`config.mk`:
```
export PLATFORM = sky130hd
export DESIGN_NAME = path_root_length_parser_top
export DESIGN_NICKNAME = d
export VERILOG_FILES = /design/src/pls_pkg.sv /design/src/pls_scan.sv /design/src/pls_root.sv /design/src/path_root_length_parser_top.sv
export SDC_FILE = /design/constraint.sdc
export NUM_CORES = 1
export LEC_CHECK = 0
export ABC_AREA = 1
export BUFFER_PORTS_ARGS = -buffer_cell sky130_fd_sc_hd__buf_2
export CORE_MARGIN = 2
export CORE_UTILIZATION = 64
export DETAILED_ROUTE_END_ITERATION = 6
export PLACE_DENSITY = 0.8
export SYNTH_ARGS = -nofsm -noshare
export SYNTH_HDL_FRONTEND = slang
export SYNTH_SLANG_ARGS = --single-unit
```
`constraint.sdc`:
```
create_clock -name clk -period 6 [get_ports clk]
set_input_delay 0.3 -clock clk [delete_from_list [all_inputs] [get_ports clk]]
set_output_delay 0.3 -clock clk [all_outputs]
set_load 0.05 [all_outputs]
```
`src/pls_pkg.sv`:
```
// package: shared constants, phase codes, prefix flags and helper for path_root_length_parser
package pls_pkg;

	localparam int MAX_LEN_DEF = 4096;
	localparam int ROOT_W      = 13;
	localparam int OUT_MAX     = 8191;
	localparam int PREFIX_N    = 8;
	localparam int PHASE_W     = 3;

	localparam logic [PHASE_W-1:0] PH_START  = 3'd0;
	localparam logic [PHASE_W-1:0] PH_SERVER = 3'd1;
	localparam logic [PHASE_W-1:0] PH_SHARE  = 3'd2;
	localparam logic [PHASE_W-1:0] PH_DONE   = 3'd3;
	localparam logic [PHASE_W-1:0] PH_WAIT   = 3'd4;
	localparam logic [PHASE_W-1:0] PH_NONE   = 3'd5;

	localparam logic [7:0] CH_BSL   = 8'h5C;
	localparam logic [7:0] CH_SLASH = 8'h2F;
	localparam logic [7:0] CH_QMARK = 8'h3F;
	localparam logic [7:0] CH_DOT   = 8'h2E;
	localparam logic [7:0] CH_COLON = 8'h3A;
	localparam logic [7:0] CH_U     = 8'h55;
	localparam logic [7:0] CH_N     = 8'h4E;
	localparam logic [7:0] CH_C     = 8'h43;

	typedef struct packed {
		logic [PHASE_W-1:0] phase;
		logic lead_qmark;
		logic lead_dot;
		logic sep0;
		logic sep1;
		logic drive;
		logic qmark_drive;
		logic unc;
	} pfx_flags_t;

	function automatic logic is_sep(input logic [7:0] c);
		return (c == CH_BSL) || (c == CH_SLASH);
	endfunction

endpackage

```
`src/pls_scan.sv`:
```
// scan state: position counter, prefix bytes, server/share phase and indices
module pls_scan import pls_pkg::*; #(
	parameter int MAX_LEN = MAX_LEN_DEF,
	parameter int PW = $clog2(MAX_LEN + 1)
) (
	input  logic          clk,
	input  logic          arst_n,
	input  logic          advance,
	input  logic [7:0]    path_byte,
	input  logic          last_byte,
	output logic [PW-1:0] len,
	output logic [PW-1:0] server_end,
	output logic [PW-1:0] share_end,
	output pfx_flags_t    flags
);

	localparam logic [PW-1:0] MAX_P = PW'(MAX_LEN);

	logic [PW-1:0]      pos_q;
	logic [PHASE_W-1:0] phase_q;
	logic [PW-1:0]      srv_q;
	logic [PW-1:0]      shr_q;
	logic [7:0]         prefix_q [PREFIX_N];

	logic [7:0]         prefix_n [PREFIX_N];
	logic [PHASE_W-1:0] phase_n;
	logic [PW-1:0]      srv_n;
	logic [PW-1:0]      shr_n;
	logic               lead_q_n;
	logic               lead_d_n;
	logic               unc_n;

	always_comb begin
		prefix_n = prefix_q;
		if (pos_q < PW'(PREFIX_N)) begin
			prefix_n[pos_q[2:0]] = path_byte;
		end

		lead_q_n = (prefix_n[0] == CH_BSL) && (prefix_n[1] == CH_BSL) &&
			(prefix_n[2] == CH_QMARK) && (prefix_n[3] == CH_BSL);
		lead_d_n = (prefix_n[0] == CH_BSL) && (prefix_n[1] == CH_BSL) &&
			(prefix_n[2] == CH_DOT) && (prefix_n[3] == CH_BSL);
		unc_n = (prefix_n[4] == CH_U) && (prefix_n[5] == CH_N) &&
			(prefix_n[6] == CH_C) && (prefix_n[7] == CH_BSL);

		phase_n = phase_q;
		srv_n   = srv_q;
		shr_n   = shr_q;
		if (pos_q == PW'(2)) begin
			phase_n = (is_sep(prefix_n[0]) && is_sep(prefix_n[1])) ? PH_SERVER : PH_NONE;
			srv_n   = '0;
			shr_n   = '0;
		end else if (pos_q == PW'(4) && phase_q != PH_NONE) begin
			if (lead_q_n) begin
				phase_n = PH_WAIT;
				srv_n   = '0;
				shr_n   = '0;
			end else if (lead_d_n) begin
				phase_n = PH_SERVER;
				srv_n   = '0;
				shr_n   = '0;
			end
		end else if (pos_q == PW'(8) && phase_q == PH_WAIT) begin
			phase_n = unc_n ? PH_SERVER : PH_NONE;
			srv_n   = '0;
			shr_n   = '0;
		end

		if (is_sep(path_byte)) begin
			if (phase_n == PH_SERVER) begin
				srv_n   = pos_q;
				phase_n = PH_SHARE;
			end else if (phase_n == PH_SHARE) begin
				shr_n   = pos_q;
				phase_n = PH_DONE;
			end
		end

		len = (pos_q < MAX_P) ? pos_q + PW'(1) : pos_q;
		server_end = srv_n;
		share_end  = shr_n;

		flags.phase       = phase_n;
		flags.lead_qmark  = lead_q_n;
		flags.lead_dot    = lead_d_n;
		flags.sep0        = is_sep(prefix_n[0]);
		flags.sep1        = is_sep(prefix_n[1]);
		flags.drive       = (prefix_n[1] == CH_COLON) && is_sep(prefix_n[2]);
		flags.qmark_drive = (prefix_n[5] == CH_COLON) && is_sep(prefix_n[6]);
		flags.unc         = unc_n;
	end

	always_ff @(posedge clk or negedge arst_n) begin
		if (!arst_n) begin
			pos_q   <= '0;
			phase_q <= PH_START;
			srv_q   <= '0;
			shr_q   <= '0;
		end else if (advance) begin
			if (last_byte) begin
				pos_q   <= '0;
				phase_q <= PH_START;
				srv_q   <= '0;
				shr_q   <= '0;
			end else begin
				pos_q   <= len;
				phase_q <= phase_n;
				srv_q   <= srv_n;
				shr_q   <= shr_n;
			end
		end
	end

	always_ff @(posedge clk) begin
		if (advance) begin
			prefix_q <= prefix_n;
		end
	end

endmodule

```
`src/pls_root.sv`:
```
// root decision: picks the root length from the prefix flags and scan indices
module pls_root import pls_pkg::*; #(
	parameter int MAX_LEN = MAX_LEN_DEF,
	parameter int PW = $clog2(MAX_LEN + 1)
) (
	input  logic [PW-1:0]     len,
	input  logic [PW-1:0]     server_end,
	input  logic [PW-1:0]     share_end,
	input  pfx_flags_t        flags,
	output logic [ROOT_W-1:0] root_length
);

	localparam int RW = (PW > ROOT_W) ? PW : ROOT_W;

	logic          split;
	logic          srv_in;
	logic          shr_in;
	logic [PW-1:0] tail;
	logic [PW-1:0] ss8;
	logic [PW-1:0] ss2;
	logic [PW-1:0] r;
	logic [RW-1:0] r_ext;

	always_comb begin
		split  = (flags.phase == PH_SHARE) || (flags.phase == PH_DONE);
		srv_in = server_end < len;
		shr_in = share_end < len;
		tail   = (flags.phase == PH_DONE && shr_in) ? share_end : len;
		ss8    = (split && server_end > PW'(8) && srv_in) ? tail : '0;
		ss2    = (split && server_end > PW'(2) && srv_in) ? tail : '0;

		if (len >= PW'(4) && flags.lead_qmark) begin
			if (len >= PW'(7) && flags.qmark_drive) begin
				r = PW'(7);
			end else if (len >= PW'(8) && flags.unc && ss8 != '0) begin
				r = ss8;
			end else begin
				r = PW'(4);
			end
		end else if (len >= PW'(4) && flags.lead_dot) begin
			r = (split && srv_in) ? server_end : len;
		end else if (len >= PW'(4) && flags.sep0 && flags.sep1) begin
			r = ss2;
		end else if (len >= PW'(3) && flags.drive) begin
			r = PW'(3);
		end else if (len >= PW'(1) && flags.sep0) begin
			r = (len >= PW'(2) && flags.sep1) ? PW'(0) : PW'(1);
		end else begin
			r = '0;
		end

		r_ext = RW'(r);
		root_length = (r_ext > RW'(OUT_MAX)) ? ROOT_W'(OUT_MAX) : r_ext[ROOT_W-1:0];
	end

endmodule

```
`src/path_root_length_parser_top.sv`:
```
// top level: input register, scan and root logic, output register for path_root_length_parser
//
//  channel | handshake          | word
//  --------+--------------------+-------------------------------
//  in      | in_valid/in_ready  | path_byte[7:0], last_byte
//  out     | out_valid/out_ready| root_length[12:0]
//
// one word per cycle sustained; a word waits in the input register
// and the state registers update as it leaves, so root_length is written to the output
// register as the final word leaves the input register
// only a final word stalls, while the output register still holds an untaken result
// reset clears the position counter, scan phase, indices and valid flags; no clearing pass
module path_root_length_parser_top import pls_pkg::*; #(
	parameter int MAX_LEN = MAX_LEN_DEF
) (
	input  logic              clk,
	input  logic              arst_n,
	input  logic              in_valid,
	output logic              in_ready,
	input  logic [7:0]        path_byte,
	input  logic              last_byte,
	output logic              out_valid,
	input  logic              out_ready,
	output logic [ROOT_W-1:0] root_length
);

	localparam int PW = $clog2(MAX_LEN + 1);

	logic              valid_s1;
	logic [7:0]        byte_s1;
	logic              last_s1;
	logic              out_valid_q;
	logic [ROOT_W-1:0] root_q;

	logic              advance;
	logic [PW-1:0]     len;
	logic [PW-1:0]     server_end;
	logic [PW-1:0]     share_end;
	pfx_flags_t        flags;
	logic [ROOT_W-1:0] root_c;

	assign advance  = valid_s1 && !(last_s1 && out_valid_q && !out_ready);
	assign in_ready = !valid_s1 || advance;

	pls_scan #(
		.MAX_LEN (MAX_LEN),
		.PW      (PW)
	) u_scan (
		.clk        (clk),
		.arst_n     (arst_n),
		.advance    (advance),
		.path_byte  (byte_s1),
		.last_byte  (last_s1),
		.len        (len),
		.server_end (server_end),
		.share_end  (share_end),
		.flags      (flags)
	);

	pls_root #(
		.MAX_LEN (MAX_LEN),
		.PW      (PW)
	) u_root (
		.len         (len),
		.server_end  (server_end),
		.share_end   (share_end),
		.flags       (flags),
		.root_length (root_c)
	);

	always_ff @(posedge clk or negedge arst_n) begin
		if (!arst_n) begin
			valid_s1    <= 1'b0;
			out_valid_q <= 1'b0;
		end else begin
			if (in_valid && in_ready) begin
				valid_s1 <= 1'b1;
			end else if (advance) begin
				valid_s1 <= 1'b0;
			end
			if (advance && last_s1) begin
				out_valid_q <= 1'b1;
			end else if (out_ready) begin
				out_valid_q <= 1'b0;
			end
		end
	end

	always_ff @(posedge clk) begin
		if (in_valid && in_ready) begin
			byte_s1 <= path_byte;
			last_s1 <= last_byte;
		end
		if (advance && last_s1) begin
			root_q <= root_c;
		end
	end

	assign out_valid   = out_valid_q;
	assign root_length = root_q;

endmodule

```
==> results.txt, run 1 <==
wl on met1: 10.11 mm
core area: 0.01442 mm2
Port Buf Inserts: 27
metal2 WL: 12.57 mm
Initial Utilization: 0.6484
Final Cycle Share: 0.9405
antenna viol nets, final: 0
CP Launch Type: register
Async S/R FF share, synth: 0.3385
maximum VDD drop: 0.2363 mV
number of buffers created by CTS: 17
Leak: 5.047 nW
DRT Pass-1 Iters: 7
CP most frequent cell: nand2_1
antenna violations before repair: 0
Post-Syn Instances: 1316
DRC viols: 0
outcome: finished, final reports clean
Worst path max stage delay: 0.47 ns
die area: 0.01560 mm2
Cell Area, Synth: 0.009353 mm2
Post-synth EDFFs: 86
WP data arrival: 5.79 ns
most common cell in the netlist: nand2_1
sequential area share after synthesis: 0.3938
number of global-route vias before repair: 8546
global placer's final weighted congestion: 0.9780
critical path type: reg -> reg
Clk Latency, worst-skew pair: 0.44 ns
nets@finish: 1381
CP Capture Type: register
hpwl dp: 17.82 mm
Hold Fails Final Rpt: 0
first-pass GRT wire length: 41.72 mm
TritonCTS clock tree: built
Clock Skew: 0.006412 ns
syn_nets: 1356
hold buffers post-CTS: 0
worst-path maximum fanout: 15
Crit-path slowest cell: dfrtp_2
Syn-to-layout area delta: 10.34%
ys flop type: edfxtp_1
WL met3: 2.017 mm
post-synth top area cell: edfxtp_1
maximum buffer depth of the clock tree: 2
WP data required: 6.15 ns
vias per std cell: 5.906
Die Width: 124.9 um
final hold slack: 0.03605 ns
Diodes inserted: 0
final setup violation count: 0
fin crit period: 5.643 ns
Yosys warning count: 0
Cell Pwr Density: 295.4 mW/mm2
FF+latch count, synth: 130
Fill cells: 1194
H-tree Lvls: 4
Clock Root Buffer: clkbuf_16
Rows: 44
Worst-path clk slew: 0.06 ns
top sig layer: met4
final wirelength: 26.02 mm
die height: 124.9 um
DR vias: 9083
Slew @ Worst Pin: 1.050 ns
Synth top cells by count: nand2_1 (449), inv_1 (156), nor2_1 (118), edfxtp_1 (86), o21ai_0 (70)
average size of a mapped cell: 7.107 um2
total gr overflow: 0
Power, Total: 3.049 mW
largest cells by area after synthesis: edfxtp_1 (28%), nand2_1 (18%), dfrtp_1 (12%)
DR iter-0 viols: 1107
# IOs: 28
Max transition margin: 0.3002
highest clock rate: 177.2 MHz
post-synth top area share: 0.2761
Netlist cell types: 52
Clock Sinks: 130
WL/cell: 16.92 um
Final Slew Violations: 0
Max-cap violations: 0
Tot GR Track Use: 0.3337
hold crit path type: in -> reg
largest net degree at the start of global routing: 66
share of cells above drive strength 1: 0.1440
==> final cells by class <==
cell class | count | area, um2 | area share
clock buffers | 21 | 481.7 | 0.04668
clock inverters | 11 | 78.83 | 0.007638
inverters | 184 | 698.2 | 0.06765
multi-input cells | 948 | 4722 | 0.4576
flip-flops and latches | 130 | 3689 | 0.3574
well taps | 184 | 230.2 | 0.02231
repair buffers | 60 | 420.4 | 0.04074
==> flip-flops by register name, summed over array words and instances, names as in the netlist <==
signal	cells
valid_s1	1
u_scan.prefix_q	64
u_scan.pos_q	13
u_scan.srv_q	13
root_length	13
last_s1	1
u_scan.shr_q	13
out_valid	1
u_scan.phase_q	3
byte_s1	8
==> through the flow <==
step | setup TNS [ns] | setup slack, ns | util | instances | instance area, um2
2_1_floorplan | 0 | 1.062 | - | 1316 | 9353
3_3_place_gp | 0 | 0.2442 | 0.6678 | 1499 | 9632
3_5_place_dp | 0 | 0.01142 | 0.6678 | 1499 | 9632
4_1_cts | 0 | 0.0004352 | 0.7071 | 1531 | 10200
5_1_grt | -0.06635 | -0.02137 | 0.7155 | 1538 | 10320
6_report | 0 | 0.3573 | 0.7155 | 1538 | 10320
==> timing repair <==
item / CTS / global route
gates resized for setup: 2 / 19
setup buffers: 0 / 6
cloned: 0 / 1
endpoints found under the setup margin: 11 / 13
pin swaps: 0 / 2
==> layout by cell type, fill, tap and decap left out, types with 4 or more instances in the layout <==
| master | instances |
|---|---|
| inv_2 | 26 |
| nand3_2 | 5 |
| o21a_1 | 4 |
| dfrtp_2 | 4 |
| nand2_1 | 447 |
| nand2_2 | 20 |
| nor2_4 | 6 |
| clkinvlp_4 | 5 |
| a211oi_1 | 4 |
| nor2_1 | 116 |
| dfrtp_1 | 40 |
| o21ai_1 | 22 |
| buf_4 | 30 |
| nor3_1 | 10 |
| ha_1 | 27 |
| nand4_1 | 27 |
| clkbuf_16 | 18 |
| edfxtp_1 | 86 |
| o21ai_0 | 69 |
| inv_1 | 154 |
| nand2_4 | 4 |
| nor2_2 | 14 |
| a21oi_1 | 33 |
| o22ai_1 | 29 |
| o21ai_2 | 10 |
| xor2_1 | 5 |
| o211ai_1 | 6 |
| nand3_1 | 54 |
| buf_2 | 27 |
| nand3_4 | 4 |
==> report_power, final <==
part / leakage [nW] / internal (mW) / switching, mW
registers: 1.44 / 1.12 / 0.0786
logic: 3.35 / 0.254 / 0.602
clock network: 0.263 / 0.574 / 0.422
total: 5.05 / 1.95 / 1.10
==> layer usage <==
| metal | global-route usage | vias up |
|---|---|---|
| met5 | 0 | - |
| met4 | 0.1706 | 0 |
| met3 | 0.06186 | 119 |
| met2 | 0.5683 | 503 |
| met1 | 0.4055 | 4141 |
| li1 | - | 4320 |
==> logic make-up (layout without fill, tap and decap cells) <==
group,after synthesis,after routing,share of synthesized area
flip-flops,130,130,0.3938
buffers and inverters,239,276,0.1098
XOR/XNOR,5,5,0.004682
AO/OA/AOI/OAI,197,197,0.1258
AND/OR/NAND/NOR,718,719,0.3298
adder cells (fa/ha/maj),27,27,0.03612
==> critical path: cells and delay by family (launching register included) <==
| kind | cells | cell delay, ns |
|---|---|---|
| buf+inv | 6 | 0.79 |
| flops | 1 | 0.47 |
| fa+ha+maj | 1 | 0.36 |
| compound gates | 7 | 1.13 |
| simple gates | 23 | 2.58 |
==> path summary, 6_finish.rpt <==
path,startpoint,to,slack (ns),cells after the start
max in group asynchronous,arst_n,u_scan.pos_q[2],5.23,1
setup / recovery,u_scan.pos_q[8],root_length[1],0.36,37
hold / removal,path_byte[6],byte_s1[6],0.04,1
setup reg to reg,u_scan.pos_q[8],root_length[1],0.36,37
min in group asynchronous,arst_n,u_scan.shr_q[9],0.06,1
hold reg to reg,u_scan.shr_q[4],u_scan.shr_q[4],0.49,2
(Power assumes the default switching activity.)
==> inputs of run 2 (changes only) <==
--- a/config.mk
+++ b/config.mk
@@ -8,7 +8,8 @@
 export ABC_AREA = 1
+export ABC_CLOCK_PERIOD_IN_PS = 6000
 export BUFFER_PORTS_ARGS = -buffer_cell sky130_fd_sc_hd__buf_2
 export CORE_MARGIN = 2
-export CORE_UTILIZATION = 64
+export CORE_UTILIZATION = 50
 export DETAILED_ROUTE_END_ITERATION = 6
-export PLACE_DENSITY = 0.8
+export PLACE_DENSITY = 0.64
 export SYNTH_ARGS = -nofsm -noshare
==> constraint.sdc (replaced) <==
create_clock -name clk -period 6 [get_ports clk]
set_input_delay 0.9 -clock clk [delete_from_list [all_inputs] [get_ports clk]]
set_output_delay 0.9 -clock clk [all_outputs]
set_load 0.05 [all_outputs]
==> results.txt, run 2 (synthesis gave the netlist of run 1 again) <==
nets@finish: 1380 (-0.072%)
most frequent cells in the layout: nand2_1 (447), inv_1 (155), nor2_1 (117), edfxtp_1 (86), o21ai_0 (68)
Slew @ Worst Pin: 1.047 ns (-0.002512 ns)
Crit-path slowest cell: dfrtp_1
final setup violation count: 0 (unchanged)
DR vias: 8638 (-4.9%)
outcome: finished, final reports clean
Final Cycle Share: 0.9323 (-0.008110)
final wirelength: 26.19 mm (+0.67%)
Util after Layout: 0.5605 (-0.1550)
WP data arrival: 5.78 ns (about the same)
Leak: 5.059 nW (+0.24%)
antenna viol nets, final: 0 (unchanged)
Largest Register: u_scan.prefix_q
critical path type: reg -> reg
antenna violations before repair: 0 (unchanged)
FF-to-FF End: root_length[2]
Max-cap violations: 0 (unchanged)
Cell Pwr Density: 290.1 mW/mm2 (-1.8%)
Die Width: 140.8 um (+13%)
crit path capture: root_length[2]
maximum VDD drop: 0.2036 mV (-14%)
CP Capture Type: register
fin area: 0.01038 mm2 (+0.57%)
Worst-path clk slew: 0.06 ns (about the same)
Clock Skew: 0.009659 ns (+0.003247 ns)
DRC viols: 0 (unchanged)
fin crit period: 5.594 ns (-0.04866 ns)
Area after DPL: 0.009709 mm2 (+0.81%)
# IOs: 28 (unchanged)
first-pass GRT wire length: 41.67 mm (-0.13%)
R2R Path Start: u_scan.pos_q[4]
setup slack, reg-to-reg: 0.41 ns (+0.05 ns)
WP data required: 6.19 ns (+0.04 ns)
Reg2Reg Depth: 36 (-2.7%)
Worst path max stage delay: 0.42 ns (-0.05 ns)
number of global-route vias before repair: 8183 (-4.2%)
Syn-to-layout area delta: 10.97%
Tot GR Track Use: 0.2660 (-0.06764)
Fill cells: 1819 (+52%)
Clock Sinks: 130 (unchanged)
H-tree Lvls: 4 (unchanged)
Port Buf Inserts: 27 (unchanged)
maximum buffer depth of the clock tree: 2 (unchanged)
global placer's final weighted congestion: 0.9550 (-2.4%)
Critical path origin: u_scan.pos_q[4]
Diodes inserted: 0 (unchanged)
worst-path maximum fanout: 33 (+18)
commonest non-fill, non-tap cell in the layout: nand2_1
share of cells above drive strength 1: 0.1429 (-0.001161)
final hold slack: 0.4873 ns (+0.4512 ns)
WL/cell: 16.52 um (-2.3%)
Clock Root Buffer: clkbuf_16
die area: 0.01981 mm2 (+27%)
DR iter-0 viols: 699 (-37%)
Hold Fails Final Rpt: 0 (unchanged)
highest clock rate: 178.8 MHz (+0.87%)
final setup margin: 0.4059 ns (+0.04866 ns)
Power, Total: 3.011 mW (-1.3%)
Max transition margin: 0.3019 (+0.001675)
unrepaired setup endpoints after global routing: no
CP most frequent cell: nand2_1
Clk Latency, worst-skew pair: 0.43 ns (about the same)
multi-input logic area: 0.004757 mm2 (+0.74%)
number of buffers created by CTS: 17 (unchanged)
Placement Setup Slack: -0.06588 ns (-0.07730 ns)
DRT Pass-1 Iters: 5 (-2)
total gr overflow: 0 (unchanged)
Initial Utilization: 0.5051 (-0.1434)
hold crit path type: reg -> reg
Final Slew Violations: 0 (unchanged)
Rows: 50 (+14%)
Largest register FFs: 64 (unchanged)
vias per std cell: 5.450 (-7.7%)
largest net degree at the start of global routing: 73 (+11%)
TritonCTS clock tree: built
CP Launch Type: register
hpwl dp: 18.17 mm (+2.0%)
die height: 140.8 um (+13%)
FF/Latch Area: 0.003689 mm2 (unchanged)
core area: 0.01852 mm2 (+28%)
[run 2: worst min path at each step]
stage                           from                to  cells past startpoint
floorplan           u_scan.shr_q[10]  u_scan.shr_q[10]                      2
global placement    u_scan.shr_q[11]  u_scan.shr_q[11]                      2
detailed placement   u_scan.shr_q[6]   u_scan.shr_q[6]                      2
CTS                  u_scan.shr_q[6]   u_scan.shr_q[6]                      2
global route         u_scan.shr_q[3]   u_scan.shr_q[3]                      2
finish              u_scan.shr_q[12]  u_scan.shr_q[12]                      2
[run 2: repair_timing]
action	CTS	global route
pin swaps	1	2
cloned	0	2
buffers inserted	2	0
setup endpoints to repair	13	13
hold buffers	0	0
resized for setup	5	23
endpoints found under the hold margin	0	0
[run 2: layout make-up]
class,count,share of cell area
multi-input combinational,948,0.4583
tap,234,0.02821
clock inverter,11,0.008921
inverter,184,0.06715
clock buffer,19,0.04171
timing repair buffer,59,0.04027
sequential,130,0.3554
[run 2: where the power goes]
| part | switching (mW) | internal (mW) |
|---|---|---|
| Sequential | 0.0721 | 1.12 |
| Clock | 0.405 | 0.560 |
| Combinational | 0.598 | 0.257 |
| Total | 1.08 | 1.94 |
[run 2: metrics by stage]
| step | TNS [ns] | std cells |
|---|---|---|
| final | 0 | 1585 |
| after global routing | 0 | 1585 |
| after CTS | 0 | 1583 |
| after detailed placement | -0.6396 | 1551 |
| after global placement | 0 | 1551 |
| after floorplan | 0 | 1316 |
[run 2: critical path: cells and delay by family (launching register included)]
family,cells,cell delay [ns]
adders and majority gates,1,0.32
DFF,1,0.42
and+or+nand+nor,22,2.67
AOI/OAI and AO/OA,5,0.80
buffers and inverters,8,1.12
[run 2: layer usage]
| metal | routed length (um) | vias to the layer above | track usage |
|---|---|---|---|
| met5 | 0 | - | 0 |
| met4 | 847 | 0 | 0.1068 |
| met3 | 1435 | 62 | 0.04993 |
| met2 | 12700 | 266 | 0.4519 |
| met1 | 11210 | 3997 | 0.3360 |
| li1 | - | 4313 | - |
